--- src/rtl/segint_pkg.sv ---
// ----------------------------------------------------------------------------
// segint_pkg: shared constants for the segment intersection block
// Default coordinate width and the depth of the queue between the front and
// back halves.
// ----------------------------------------------------------------------------
package segint_pkg;

   localparam int COORD_WIDTH_DEF = 24;
   localparam int QUEUE_DEPTH     = 4;

endpackage

--- src/rtl/segint_queue.sv ---
// ----------------------------------------------------------------------------
// segint_queue: short queue between the front and back halves
// Register file queue with read and write pointers and an occupancy count.
// ----------------------------------------------------------------------------
module segint_queue #(
   parameter int WIDTH = 8,
   parameter int DEPTH = segint_pkg::QUEUE_DEPTH
) (
   input  logic             clock,
   input  logic             reset,
   input  logic             push,
   input  logic [WIDTH-1:0] push_data,
   input  logic             pop,
   output logic [WIDTH-1:0] pop_data,
   output logic             full,
   output logic             empty
);
   import segint_pkg::*;

   localparam int AW = (DEPTH > 1) ? $clog2(DEPTH) : 1;
   localparam int CW = $clog2(DEPTH + 1);

   logic [WIDTH-1:0] mem_ff [DEPTH];
   logic [AW-1:0]    wr_ff, rd_ff;
   logic [CW-1:0]    cnt_ff;

   assign full     = (cnt_ff == CW'(DEPTH));
   assign empty    = (cnt_ff == '0);
   assign pop_data = mem_ff[rd_ff];

   always_ff @(posedge clock) begin
      if (reset) begin
         wr_ff  <= '0;
         rd_ff  <= '0;
         cnt_ff <= '0;
      end else begin
         if (push) begin
            wr_ff <= (wr_ff == AW'(DEPTH - 1)) ? '0 : wr_ff + 1'b1;
         end
         if (pop) begin
            rd_ff <= (rd_ff == AW'(DEPTH - 1)) ? '0 : rd_ff + 1'b1;
         end
         if (push && !pop) begin
            cnt_ff <= cnt_ff + 1'b1;
         end else if (pop && !push) begin
            cnt_ff <= cnt_ff - 1'b1;
         end
      end
   end

   always_ff @(posedge clock) begin
      if (push) begin
         mem_ff[wr_ff] <= push_data;
      end
   end

   a_no_overflow: assert property (@(posedge clock) disable iff (reset)
      push |-> !full)
      else $error("queue written while full");
   a_no_underflow: assert property (@(posedge clock) disable iff (reset)
      pop |-> !empty)
      else $error("queue read while empty");
   a_count_range: assert property (@(posedge clock) disable iff (reset)
      cnt_ff <= CW'(DEPTH))
      else $error("queue count beyond depth");

endmodule

--- config.mk ---
export PLATFORM = sky130hd
export DESIGN_NAME = segint_queue
export DESIGN_NICKNAME = d
export VERILOG_FILES = /design/src/rtl/segint_pkg.sv /design/src/rtl/segint_queue.sv
export SDC_FILE = /design/constraint.sdc
export NUM_CORES = 1
export LEC_CHECK = 0
export ABC_CLOCK_PERIOD_IN_PS = 2310
export BUFFER_PORTS_ARGS = -buffer_cell sky130_fd_sc_hd__buf_2
export CAP_MARGIN = 20
export CORE_ASPECT_RATIO = 0.75
export CORE_UTILIZATION = 59
export CTS_CLUSTER_DIAMETER = 60
export DETAILED_ROUTE_END_ITERATION = 16
export PLACE_DENSITY = 0.81
export SYNTH_ARGS = -nofsm -noshare
export SYNTH_HDL_FRONTEND = slang
export SYNTH_SLANG_ARGS = --single-unit
--- constraint.sdc ---
create_clock -name clock -period 2.31 [get_ports clock]
set_clock_uncertainty 0.1 [all_clocks]
set_input_delay 0 -clock clock [delete_from_list [all_inputs] [get_ports clock]]
set_output_delay 0 -clock clock [all_outputs]
set_load 0.1 [all_outputs]
# Word level (Yosys, flattened, before mapping)
# Memories as Yosys holds them, arrays and structs flattened. A register that Yosys moved wholly into a read port is not among the register bits.
# Index checks and enable logic that the tools add are counted.
# W data, S select, Z words.
# word_totals
reg_bits,7
mem_bits_rw,32
input_bits,12
out_inout_bits,10
word_cells,25
n_memories,1
# mem_list
memory,words,width,read_ports,rd_ports_with_merged_regs,write_ports,line_no,rtl
mem_ff,4,8,1,1,1,segint_queue.sv:23,logic [WIDTH-1:0] mem_ff [DEPTH];
# classes
add_sub_neg,4
n_eq_ne,3
mux,8
n_reduce_logical,6
# ops
op,n
$mux W2,4
$mux W3,2
$add A2 B1 Y2 const B,2
$eq A2 B2 Y1 const B,2
$add A3 B1 Y3 const B,1
$eq A3 B3 Y1 const B,1
$logic_not A3 Y1,1
$sub A3 B1 Y3 const B,1
$logic_and A1 B1 Y1,2
$logic_not A1 Y1,2
$mux W1,2
$reduce_bool A2 Y1,1

# Logic depth before layout (Yosys ltp)
# logic_depth
ltp_word,4
depth_mapped,7
depth_no_buf,7

# Worst setup path before layout
# OpenSTA, ideal clock, no wires.
# synth_path
kind,reg-to-output
startpoint,reg cnt_ff[1]
endpoint,out full
arrival_time_ns,2.552
required_ns,2.210
slack_ns,-0.342
path_stages_with_launch,2
n_path_buf,0
path_cell_list,dfxtp_1 nor3b_1
# synth_between
elab_chain_cells,1
# synth_lines
element,line_no,rtl
"start, declared",segint_queue.sv:25,logic [CW-1:0] cnt_ff;
"start signal, assigned",segint_queue.sv:44,cnt_ff <= cnt_ff + 1'b1;
"start signal, assigned",segint_queue.sv:46,cnt_ff <= cnt_ff - 1'b1;
$eq A3 B3 Y1,segint_queue.sv:27,assign full = (cnt_ff == CW'(DEPTH));
"end, declared",segint_queue.sv:15,"output logic full,"
# No other way between the ends.

==> metrics.csv <==
stage;metric;value;unit
place;DPL Wire Length;1870;microns
global_routing;grt total ovfl;0;
detailed_routing;DR iter-0 viols;50;
power_and_ir_drop;Pleak;0.723;nW
cts;H-Tree Depth;2;
synth;Avg Cell Area, Syn;18.6;sq um
finish;fin area;1920;sq um
power_and_ir_drop;PwrDens;872;nW/um^2
synth;Syn Inst Count;86;
critical_path;CP max FO;8;
cts;Post-CTS Hold Buffers;11;
global_routing;initial antenna violation count;0;
sta;fin crit share;0.858;
global_routing;first-pass GRT wire length;4400;microns
critical_path;worst flop-to-flop path startpoint;cnt_ff[0];
finish;fillcell total;116;
sta;Slew Viols, Final;0;
place;area post-placement;1740;sq um
detailed_routing;via count;861;
floorplan;row cnt;15;
finish;diode count;0;
hold_path;HP Start;push_data[5];
synth;post-synth cell types;17;
floorplan;Die Y;47.1;microns
detailed_routing;Post-Route WL;2740;microns
place;Port Buf Inserts;21;
cts;clock slew at reported path FFs;0.10;ns
sta;setup TNS;0;ns
detailed_routing;Routed Antenna Nets;0;
hold_path;hold depth;2;
place;GPL Wtd Cong;0.689;
floorplan;die width;62.1;microns
synth;Post-synth EDFFs;32;
critical_path;Startpoint Class;flip-flop;
cts;clk sink count;41;
cts;clk_lat worst skew;0.34;ns
cts;Num CTS Buffers;5;
finish;Multi-input gate area;435;sq um
outcome;status;complete, no violations;
cts;Root Buffer;clkbuf_4;
critical_path;r2r worst-path depth;4;
power_and_ir_drop;maximum vdd drop;531;uV
global_routing;largest net degree at the start of global routing;13;
global_routing;vias in the first global route;899;
sta;crit path time final;1.98;ns
floorplan;Die ar.;2920;sq um
critical_path;Critical Path RT;2.21;ns
synth;Synth Flop Type;edfxtp_1;
critical_path;critical path class;reg2out;
cts;setup repair bufs after CTS;0;
synth;Syn Nets;105;
sta;FMAX;504;MHz
cts;Max Buffers Root-to-Sink;2;
synth;post-synthesis async set-or-reset flop share;0;
finish;Final nets;142;
detailed_routing;# DRC;0;
synth;register area share after synthesis;0.714;
sta;Slew HR;0.649;
detailed_routing;DR vias/cell;5.45;
cts;TritonCTS clock tree;yes;
critical_path;worst path arrival time;1.88;ns
floorplan;Core ar.;2420;sq um
detailed_routing;DR WL/cell;17.4;microns
floorplan;number of I/O pins;22;
sta;RSZ-0062 raised after global routing;no;
flow_run;Max-Cap Viols;0;
synth;Yosys reg bits;41;
sta;Slew @ Worst Pin;0.525;ns
finish;Layout Area Growth over Synthesis;20.4;%
global_routing;Tot GR Track Use;0.236;
critical_path;Worst setup EP type;output pin;
synth;yosys warns;0;
sta;Fin. Hold Viols;0;
hold_path;worst hold-check path type;in2reg;
cts;post-CTS sizing;0;
floorplan;initial core utilization;0.660;
detailed_routing;drt pass-1 iters;4;
finish;FF/Latch Area;1140;sq um
finish;share of layout cells above drive strength 1;0.298;
sta;endpoints failing setup;0;
power_and_ir_drop;total power;1.68;mW
synth;Cell Area, Synth;1600;sq um
## critical path, cell delays in order (launching register included)
cell	delay (ns)
dfxtp_1	0.66
mux4_2	0.58
buf_2	0.31
## stage by stage
step	hold slack (ns)	cells	utilization	setup WS, ns
finish	0.310	158	0.795	0.327
CTS	0.304	158	0.795	0.288
global placement	0.111	139	0.718	0.674
global route	0.288	158	0.795	0.177
floorplan	-0.0309	86	-	0.631
detailed placement	0.119	139	0.718	0.653
## layout by cell type (no fill, tap or decap), types with 4 or more instances in the layout
cell           Yosys  final
mux4_2             8      8
dlygate4sd3_1      0     11
clkbuf_4           0      5
ha_1               6      6
nor2_1             7      7
inv_1              4      4
and2_1             4      4
mux2i_1            4      4
dfxtp_1            9      9
edfxtp_1          32     32
buf_2              0     21
## power by group
group	switching (mW)	total [mW]	internal (mW)
clock network	0.207	0.432	0.225
logic	0.273	0.370	0.0974
registers	0.0362	0.875	0.839
total	0.516	1.68	1.16
## routing by layer
metal	part of all wire	global-route usage
met5	0	0
met4	0.014	0.0978
met3	0.035	0.0854
met2	0.52	0.396
met1	0.43	0.282
## sequential cells by signal, indices dropped and copies added, names as in the netlist, named ones only
name and flops:
mem_ff 32, rd_ff 2, wr_ff 2, cnt_ff 3
## layout make-up
class | instances | share of cell area
multi-input cells | 39 | 0.226
repair buffers | 32 | 0.112
well taps | 34 | 0.0221
inverters | 4 | 0.00780
clock buffers | 6 | 0.0215
flip-flops and latches | 41 | 0.593
clock inverters | 2 | 0.0176
## cells in the mapped netlist, types with 2 or more instances
| library cell | number | area [sq um] |
|---|---|---|
| edfxtp_1 | 32 | 961 |
| dfxtp_1 | 9 | 180 |
| mux4_2 | 8 | 180 |
| nor2_1 | 7 | 26.3 |
| ha_1 | 6 | 75.1 |
| and2_1 | 4 | 25.0 |
| inv_1 | 4 | 15.0 |
| mux2i_1 | 4 | 40.0 |
| a21oi_1 | 2 | 10.0 |
| nor3b_1 | 2 | 15.0 |
| xor2_1 | 2 | 17.5 |
## worst paths after layout
kind,end,slack [ns]
max,pop_data[6],0.33
min,mem_ff[2][5],0.31
max reg2reg,cnt_ff[2],0.70
min reg2reg,cnt_ff[2],0.45
## cells by family (layout without fill, tap and decap cells)
logic type | Yosys count | in the layout | share of synthesized area
DFF | 41 | 41 | 0.714
and+or+nand+nor | 15 | 15 | 0.0485
muxes | 12 | 12 | 0.138
adders and majority gates | 7 | 7 | 0.0595
buffers and inverters | 6 | 44 | 0.0196
AOI/OAI and AO/OA | 3 | 3 | 0.00939
xor gates and xnor gates | 2 | 2 | 0.0110
(Power assumes the default switching activity.)
